==> src/design/bat_pkg.sv <==
package bat_pkg;

  localparam int unsigned CFG_DATA_W = 16;
  localparam int unsigned CFG_IDX_W  = 3;

  localparam logic [CFG_IDX_W-1:0] CFG_OBSTACLE_MM   = 3'd0;
  localparam logic [CFG_IDX_W-1:0] CFG_BACK_MS       = 3'd1;
  localparam logic [CFG_IDX_W-1:0] CFG_TURN_MS       = 3'd2;
  localparam logic [CFG_IDX_W-1:0] CFG_MEASURE_MS    = 3'd3;
  localparam logic [CFG_IDX_W-1:0] CFG_FORWARD_SPEED = 3'd4;
  localparam logic [CFG_IDX_W-1:0] CFG_TURN_RATE     = 3'd5;

  localparam logic [11:0] RST_OBSTACLE_MM   = 12'd50;
  localparam logic [15:0] RST_BACK_MS       = 16'd500;
  localparam logic [15:0] RST_TURN_MS       = 16'd400;
  localparam logic [7:0]  RST_MEASURE_MS    = 8'd100;
  localparam logic [14:0] RST_FORWARD_SPEED = 15'd13107;
  localparam logic [14:0] RST_TURN_RATE     = 15'd16384;

  localparam logic [11:0] FAR_MM        = 12'd4000;
  localparam logic [7:0]  SAMPLE_MAX    = 8'd255;
  localparam logic [15:0] LFSR_SEED     = 16'hACE1;

  typedef enum logic [1:0] {
    FUNC_TICK  = 2'd0,
    FUNC_START = 2'd1,
    FUNC_STOP  = 2'd2
  } func_t;

  typedef enum logic [1:0] {
    MODE_FWD   = 2'd0,
    MODE_BACK  = 2'd1,
    MODE_LEFT  = 2'd2,
    MODE_RIGHT = 2'd3
  } mode_t;

  typedef struct packed {
    logic [1:0]  func;
    logic [11:0] distance_mm;
  } in_word_t;

  typedef struct packed {
    logic signed [15:0] linear_cmd;
    logic signed [15:0] rotation_cmd;
    logic [1:0]         mode;
    logic               active;
  } out_word_t;

  typedef struct packed {
    logic [11:0] obstacle_mm;
    logic [15:0] back_ms;
    logic [15:0] turn_ms;
    logic [7:0]  measure_ms;
    logic [14:0] forward_speed;
    logic [14:0] turn_rate;
  } cfg_t;

  typedef struct packed {
    logic        run_flag;
    mode_t       mode;
    logic [7:0]  sample_timer;
    logic [11:0] latched_distance;
    logic [15:0] linear_hold;
    logic [15:0] rotation_hold;
    logic [15:0] lfsr;
  } state_t;

endpackage

==> src/design/bat_step.sv <==
module bat_step #(
  parameter int TIMER_WIDTH = 16
) (
  input  bat_pkg::cfg_t             cfg,
  input  bat_pkg::state_t           state,
  input  logic [TIMER_WIDTH-1:0]    mode_timer,
  input  bat_pkg::in_word_t         in_word,
  output bat_pkg::state_t           state_next,
  output logic [TIMER_WIDTH-1:0]    mode_timer_next,
  output bat_pkg::out_word_t        result
);
  import bat_pkg::*;

  localparam int CMP_W = (TIMER_WIDTH > 16) ? TIMER_WIDTH : 16;
  localparam logic [TIMER_WIDTH-1:0] TIMER_MAX = {TIMER_WIDTH{1'b1}};

  logic [TIMER_WIDTH-1:0] timer_inc;
  logic [7:0]             sample_inc;
  logic [11:0]            latched;
  logic [15:0]            fwd16;
  logic [15:0]            rate16;
  logic                   back_done;
  logic                   turn_done;
  logic                   lfsr_bit;
  logic [15:0]            lfsr_new;

  always_comb begin
    timer_inc  = (mode_timer == TIMER_MAX) ? mode_timer : mode_timer + 1'b1;
    sample_inc = (state.sample_timer == SAMPLE_MAX) ? state.sample_timer
                                                    : state.sample_timer + 8'd1;
    fwd16  = {1'b0, cfg.forward_speed};
    rate16 = {1'b0, cfg.turn_rate};
    // A saturated mode timer always counts as expired.
    back_done = (CMP_W'(timer_inc) >= CMP_W'(cfg.back_ms)) || (timer_inc == TIMER_MAX);
    turn_done = (CMP_W'(timer_inc) >= CMP_W'(cfg.turn_ms)) || (timer_inc == TIMER_MAX);
    lfsr_bit  = state.lfsr[0] ^ state.lfsr[2] ^ state.lfsr[3] ^ state.lfsr[5];
    lfsr_new  = {lfsr_bit, state.lfsr[15:1]};
    latched   = state.latched_distance;

    state_next      = state;
    mode_timer_next = mode_timer;

    case (in_word.func)
      FUNC_TICK: begin
        state_next.sample_timer = sample_inc;
        mode_timer_next         = timer_inc;
        if (state.run_flag) begin
          if ((sample_inc > cfg.measure_ms) || (sample_inc == SAMPLE_MAX)) begin
            latched = (in_word.distance_mm == 12'd0) ? FAR_MM : in_word.distance_mm;
            state_next.latched_distance = latched;
            state_next.sample_timer     = 8'd0;
          end
          case (state.mode)
            MODE_FWD: begin
              state_next.rotation_hold = 16'd0;
              if (latched < cfg.obstacle_mm) begin
                state_next.linear_hold = 16'd0;
                state_next.mode        = MODE_BACK;
                mode_timer_next        = '0;
              end else begin
                state_next.linear_hold = fwd16;
              end
            end
            MODE_BACK: begin
              if (!back_done) begin
                state_next.linear_hold   = 16'd0 - fwd16;
                state_next.rotation_hold = 16'd0;
              end else begin
                state_next.lfsr = lfsr_new;
                state_next.mode = lfsr_new[0] ? MODE_RIGHT : MODE_LEFT;
                mode_timer_next = '0;
              end
            end
            default: begin
              if (!turn_done) begin
                state_next.linear_hold   = 16'd0;
                state_next.rotation_hold = (state.mode == MODE_LEFT) ? rate16
                                                                     : 16'd0 - rate16;
              end else begin
                state_next.mode = MODE_FWD;
              end
            end
          endcase
        end
      end
      FUNC_START: begin
        state_next.run_flag = 1'b1;
        state_next.mode     = MODE_FWD;
        mode_timer_next     = '0;
      end
      FUNC_STOP: begin
        state_next.run_flag      = 1'b0;
        state_next.linear_hold   = 16'd0;
        state_next.rotation_hold = 16'd0;
      end
      default: begin
      end
    endcase

    result.linear_cmd   = $signed(state_next.linear_hold);
    result.rotation_cmd = $signed(state_next.rotation_hold);
    result.mode         = state_next.mode;
    result.active       = state_next.run_flag;
  end

endmodule

==> src/design/bump_and_turn_avoidance_fsm_top.sv <==
// Channel  | Signals                                 | Word
// ---------+-----------------------------------------+-----------------------------
// input    | in_valid, in_ready, in_word             | func, distance_mm
// output   | out_valid, out_ready, out_word          | linear_cmd, rotation_cmd, mode, active
// config   | cfg_we, cfg_index, cfg_data             | six registers, write only
//
// Each word is applied to the controller state in the cycle it is accepted, and its
// result appears in the output register on the next cycle: one word per cycle unless out_ready stalls.
// The output register frees on the same edge it is read, so input keeps flowing while
// the output side takes every result. Reset (rst, synchronous) restores the registers
// and the controller state to their defaults.
module bump_and_turn_avoidance_fsm_top #(
  parameter int TIMER_WIDTH = 16
) (
  input  logic                              clk,
  input  logic                              rst,
  input  logic                              in_valid,
  output logic                              in_ready,
  input  bat_pkg::in_word_t                 in_word,
  output logic                              out_valid,
  input  logic                              out_ready,
  output bat_pkg::out_word_t                out_word,
  input  logic                              cfg_we,
  input  logic [bat_pkg::CFG_IDX_W-1:0]     cfg_index,
  input  logic [bat_pkg::CFG_DATA_W-1:0]    cfg_data
);
  import bat_pkg::*;

  cfg_t                   cfg;
  state_t                 state;
  state_t                 state_next;
  logic [TIMER_WIDTH-1:0] mode_timer;
  logic [TIMER_WIDTH-1:0] mode_timer_next;
  out_word_t              result;
  logic                   in_fire;

  assign in_ready = !out_valid || out_ready;
  assign in_fire  = in_valid && in_ready;

  bat_step #(
    .TIMER_WIDTH(TIMER_WIDTH)
  ) u_step (
    .cfg            (cfg),
    .state          (state),
    .mode_timer     (mode_timer),
    .in_word        (in_word),
    .state_next     (state_next),
    .mode_timer_next(mode_timer_next),
    .result         (result)
  );

  always_ff @(posedge clk) begin
    if (rst) begin
      cfg.obstacle_mm   <= RST_OBSTACLE_MM;
      cfg.back_ms       <= RST_BACK_MS;
      cfg.turn_ms       <= RST_TURN_MS;
      cfg.measure_ms    <= RST_MEASURE_MS;
      cfg.forward_speed <= RST_FORWARD_SPEED;
      cfg.turn_rate     <= RST_TURN_RATE;
    end else if (cfg_we) begin
      case (cfg_index)
        CFG_OBSTACLE_MM:   cfg.obstacle_mm   <= cfg_data[11:0];
        CFG_BACK_MS:       cfg.back_ms       <= cfg_data[15:0];
        CFG_TURN_MS:       cfg.turn_ms       <= cfg_data[15:0];
        CFG_MEASURE_MS:    cfg.measure_ms    <= cfg_data[7:0];
        CFG_FORWARD_SPEED: cfg.forward_speed <= cfg_data[14:0];
        CFG_TURN_RATE:     cfg.turn_rate     <= cfg_data[14:0];
        default: begin
        end
      endcase
    end
  end

  always_ff @(posedge clk) begin
    if (rst) begin
      state.run_flag         <= 1'b0;
      state.mode             <= MODE_FWD;
      state.sample_timer     <= SAMPLE_MAX;
      state.latched_distance <= FAR_MM;
      state.linear_hold      <= 16'd0;
      state.rotation_hold    <= 16'd0;
      state.lfsr             <= LFSR_SEED;
      mode_timer             <= '0;
      out_valid              <= 1'b0;
    end else if (in_fire) begin
      state      <= state_next;
      mode_timer <= mode_timer_next;
      out_valid  <= 1'b1;
    end else if (out_ready) begin
      out_valid  <= 1'b0;
    end
  end

  always_ff @(posedge clk) begin
    if (in_fire) begin
      out_word <= result;
    end
  end

endmodule
==> config.mk <==
export PLATFORM = sky130hd
export DESIGN_NAME = bump_and_turn_avoidance_fsm_top
export DESIGN_NICKNAME = d
export VERILOG_FILES = /design/src/design/bat_pkg.sv /design/src/design/bat_step.sv /design/src/design/bump_and_turn_avoidance_fsm_top.sv
export SDC_FILE = /design/constraint.sdc
export NUM_CORES = 1
export LEC_CHECK = 0
export BUFFER_PORTS_ARGS = -buffer_cell sky130_fd_sc_hd__buf_4
export CORE_ASPECT_RATIO = 1.5
export CORE_MARGIN = 8
export CORE_UTILIZATION = 50
export CTS_CLUSTER_SIZE = 25
export DETAILED_ROUTE_END_ITERATION = 8
export PLACE_DENSITY = 0.65
export RECOVER_POWER = 25
export SYNTH_ARGS = -nofsm -noshare
export SYNTH_HDL_FRONTEND = slang
export SYNTH_HIERARCHICAL = 1
export SYNTH_SLANG_ARGS = --single-unit
export TNS_END_PERCENT = 20
==> constraint.sdc <==
create_clock -name clk -period 7.85 [get_ports clk]
set_clock_uncertainty 0.1 [all_clocks]
set_input_delay 0.3925 -clock clk [delete_from_list [all_inputs] [get_ports clk]]
set_output_delay 0.3925 -clock clk [all_outputs]
set_load 0.02 [all_outputs]
; ---- Word-level counts from Yosys, hierarchy flattened
; Cells that the tools add are included.
[classes]
n_addsub = 4
multipliers = 0
div = 0
order_cmp = 4
eq_ne = 13
shift = 0
mux = 30
n_bitwise = 3
reduce_logical = 22
[ops]
columns = operator, count
row1 = $pmux W32 S2, 2
row2 = $mux W16, 7
row3 = $mux W70, 1
row4 = $mux W32, 2
row5 = $pmux W16 S2, 2
row6 = $mux W12, 4
row7 = $eq A16 B16 Y1 const B, 2
row8 = $ge A16 B16 Y1, 2
row9 = $sub A1 B15 Y16 const A, 2
row10 = $mux W20, 1
row11 = $add A16 B1 Y16 const B, 1
row12 = $eq A8 B8 Y1 const B, 2
row13 = $reduce_and A2 Y1, 8
row14 = $mux W15, 1
row15 = $logic_not A12 Y1, 1
row16 = $lt A12 B12 Y1, 1
row17 = $add A8 B1 Y8 const B, 1
row18 = $gt A8 B8 Y1, 1
row19 = $mux W8, 1
row20 = $pmux W2 S2, 2
row21 = $eq A3 B2 Y1 const B, 2
row22 = $eq A3 B3 Y1 const B, 2
row23 = $mux W2, 3
row24 = $reduce_and A5 Y1, 1
row25 = other kinds (13), 24
[word_totals]
reg_bits = 205
latch_bits = 0
ramBits = 0
romBits = 0
in_bits = 38
output_inout_bits = 37
wordCells = 95
memories = 0

; ---- Longest topological paths before layout
[logic_depth]
ltp_word = 12
depth_mapped = 29
depth_no_buf = 25

; ---- Hierarchy
; Netlist, hierarchy kept.
[modules_own_cells]
columns = mod, instances, cells_each, area_per_inst_um2, seq_area_each_um2
row1 = bump_and_turn_avoidance_fsm_top, 1, 773, 7653.6, 4454.3
row2 = bat_step, 1, 709, 4800.9, 0.0

; ---- Least setup slack after synthesis
; Ideal clock, no wire load.
[synth_timing]
path_type = register -> register
from = register state[61] (netlist name)
to = register state[36] (netlist name)
setup_ps = 70
t_arrival_ps = 5262
t_required_ps = 7680
slack_ps = 2417
path_stages_with_launch = 27
path_buffers = 4
period_less_slack_ps = 5433
cell_sequence = dfxtp_1 ha_1 and3_1 clkbuf_1 nand3_1 mux2_2 ha_1 and3_1 a221o_1 a221o_1 nand2_1 o21ai_0 clkbuf_1 mux2_2 ha_1 nand4_1 nor2_1 nand4_1 a2111o_1 nand4b_1 nor3b_2 buf_4 o21ai_1 o21ai_0 buf_4 nand3_1 a21oi_1

; ---- Final worst setup path
[layout_timing]
from = register state[60] (netlist name)
to = register mode_timer[7]
[layout_via]
elab_chain_len = 12
word_cells_on_any_way = 14
cone_classes = add/sub (1) / order compare (2) / eq/ne (2) / mux (8) / reduce/logical (1)
[layout_rtl]
columns = element, line_no
row1 = $add A8 B1 Y8 or $eq A8 B8 Y1 (tied branches), "bat_step.sv:30, bat_step.sv:29"
row2 = $mux W8 *, bat_step.sv:29  ; sample_inc = (state.sample_timer == SAMPLE_MAX) ? state.sample_timer
row3 = $gt A8 B8 Y1 or $eq A8 B8 Y1 (tied branches), bat_step.sv:48  ; if ((sample_inc > cfg.measure_ms) || (sample_inc == SAMPLE_MAX)) begin
row4 = $logic_or A1 B1 Y1 *, bat_step.sv:48
row5 = $mux W12 *, bat_step.sv:48
row6 = $mux W12 *, bat_step.sv:47  ; if (state.run_flag) begin
row7 = $mux W12 *, bat_step.sv:43  ; case (in_word.func)
row8 = $lt A12 B12 Y1 *, bat_step.sv:56  ; if (latched < cfg.obstacle_mm) begin
row9 = $mux W16 *, bat_step.sv:56
row10 = $pmux W16 S2 *, bat_step.sv:53  ; case (state.mode)
row11 = $mux W16 *, bat_step.sv:47
row12 = $pmux W16 S2 *, bat_step.sv:43
row13 = net mode_timer_next[7], bump_and_turn_avoidance_fsm_top.sv:33  ; logic [TIMER_WIDTH-1:0] mode_timer_next;
row14 = to (signal assigned), bump_and_turn_avoidance_fsm_top.sv:87  ; mode_timer <= mode_timer_next;
row15 = to (decl), bump_and_turn_avoidance_fsm_top.sv:32  ; logic [TIMER_WIDTH-1:0] mode_timer;
; Mark *: on every way through the listed nets, which the timed path passes. The rest lies on a longest branch. The select of a mux whose other input is x is not followed.
; A chain may end at the register's enable or synchronous reset.

==> qor.yml <==
critPathMaxFanout: 21
grt_overflow_total: 0
yosysMostFrequentCell: "nand2_1"
wl_per_cell_um: 17.98
worst-setup-path-type: "register to register"
yosysWarningCount: 6
ys_top_cells_by_area: "dfxtp_1 (27%), edfxtp_1 (8.4%), a21oi_1 (6.9%)"
clk_pin_slew_ns: 0.06
ys_seq_area_share_pct: 35.76
synthArstFlopShare_pct: 0
ioPinCount: 75
setup_tns_ns: 0
fp.coreArea_um2: 24790
place_area_um2: 12750
syn_inst: 1482
vdd_drop_max_v: 0.0001541
cts.sinks: 205
setup.worst_path.end_class: "register"
drc: 0
clockRootBuffer: "clkbuf_16"
grt_pass1_vias: 10200
ys_ff_latch: 205
initial_utilization_pct: 50.25
portBuffers: 74
max_freq_mhz: 151.2
hold_viol_final: 0
synth_area_per_cell_um2: 8.404
gp_congestion: 0.8754
vias: 10380
slew_headroom_pct: -247.1
hold_path_class: "input pin to register"
clockBufferDepth: 3
final_area_um2: 13380
synth_area_um2: 12450
final_net_count: 1547
cts_resized: 0
tightest_slew_ns: 5.207
htree_levels: 1
synth_top_cell_by_area: "dfxtp_1"
ctsHoldBuffers: 0
critPathArrivalTime_ns: 6.90
viasPerCell: 5.787
p_per_area_nw_per_um2: 186.0
syn_nets: 1578
numCtsBuffers: 22
grt_pass1_wl_um: 52560
leakage_nw: 5.161
die_h_um: 209.3
status: "complete, but fails checks"
rsz0062_at_grt: "false"
track_usage_pct: 21.38
rows: 71
die_area_um2: 30320
yosys-top-cells-count: "nand2_1 (178), a21oi_1 (172), dfxtp_1 (170), nor2_1 (118), nand3_1 (81)"
finalMaxSlewViolations: 117
min_period_ns: 6.616
diodes: 0
setup_viol_count_final: 0
fin_crit_sh_pct: 84.28
cp_data_required_time_ns: 8.13
drtIter0Drc: 756
synth_cell_types: 88
violations: "capacitance limit, slew limit"
fin_total_pwr_mw: 2.488
cap_violations: 1
synth-main-ff-cell: "dfxtp_1"
postCtsSetupBuffers: 0
cts_tree: "built"
clk_latency_ns: 0.52
drive_gt1_share_pct: 14.05
antenna_found_initial: 0
drt_first_pass_iters: 5
startpoint_type: "register"
synth-edff-count: 35
area_growth_pct: 7.414
routed_wl_um: 32250
die_x_um: 144.9
detail-route-antenna-nets: 0
grt_max_degree: 117
place_hpwl_um: 22670
synth_top_cell_area_share_pct: 27.33
==> cell type report <==
cell class / instances / area (µm²)
clock buffers: 32 / 629.4
clock inverters: 7 / 110.1
fillers: 2377 / 11410
inverters: 68 / 255.2
multi-input cells: 1068 / 6978
flip-flops and latches: 205 / 4454
well taps: 328 / 410.4
repair buffers: 86 / 540.5
==> where the power goes <==
| group | switching (mW) | total, mW | internal, mW |
|---|---|---|---|
| logic | 0.193 | 0.306 | 0.112 |
| clock network | 0.421 | 1.07 | 0.653 |
| registers | 0.0176 | 1.11 | 1.09 |
| total | 0.632 | 2.49 | 1.86 |
==> state kept, by name, summed over array words and instances (netlist names) <==
signal / cells
cfg: 82
out_word: 35
state: 71
out_valid: 1
mode_timer: 16
==> through the flow <==
step | hold WS (ns) | instances | utilization (%) | worst slack, ns
6_report | 0.04787 | 1794 | 53.98 | 1.234
5_1_grt | 0.04741 | 1794 | 53.98 | 0.6840
4_1_cts | 0.03524 | 1794 | 54.41 | 1.313
3_5_place_dp | 0.3463 | 1755 | 51.43 | 1.312
3_3_place_gp | 0.3421 | 1755 | 51.43 | 1.483
2_1_floorplan | 0.3363 | 1482 | - | 2.417
==> cells in the final DEF (no fill, tap or decap), types with 38 or more instances in the layout <==
| master | count |
|---|---|
| a21oi_1 | 172 |
| nor2_1 | 118 |
| a21bo_2 | 65 |
| inv_1 | 65 |
| nand3_1 | 81 |
| dfxtp_1 | 170 |
| buf_4 | 58 |
| nand2_1 | 178 |
| ha_1 | 58 |
| nor3_1 | 38 |
==> path summary, 6_finish.rpt <==
check	from	to	slack [ns]	depth (start not counted)
hold / removal	cfg_data[15]	cfg[53]	0.05	3
setup reg to reg	state[60]	mode_timer[7]	1.23	24
setup / recovery	state[60]	mode_timer[7]	1.23	24
hold reg to reg	cfg[67]	cfg[67]	0.35	2
==> metal layers <==
metal  global-route usage (%)  part of all wire, %  up-vias
met3                    2.138                  3.8       71
met1                    25.82                   43     4900
met5                        0                    0        -
met4                    8.682                  3.6        0
li1                         -                    -     5181
met2                    37.61                   50      230
==> worst max-delay path: stages (launching register included) <==
cell and delay [ns]:
dfxtp_1 0.53, ha_1 0.29, and3_1 0.30, nand3_1 0.20, nand4_1 0.18, xnor2_1 0.16
ha_1 0.29, and3_1 0.21, a221o_1 0.30, a221o_1 0.37, nand2_1 0.07, o21ai_1 0.06
buf_4 0.20, mux2_2 0.31, ha_1 0.30, nand4_1 0.10, nor2_1 0.15, nand4_1 0.14
a2111o_1 0.36, a31oi_1 0.41, nor2_1 0.10, nor2_1 0.87, a22o_1 0.26, nand3_1 0.07
a21oi_1 0.16
==> kinds of logic after synthesis <==
kind of cell	Yosys count	share of synthesized area (%)
mux	61	5.405
compound gates	409	22.92
simple gates	511	19.77
fa+ha+maj	58	5.827
buf+inv	209	8.278
flops	205	35.76
xor+xnor	29	2.039
(Power assumes the default switching activity.)
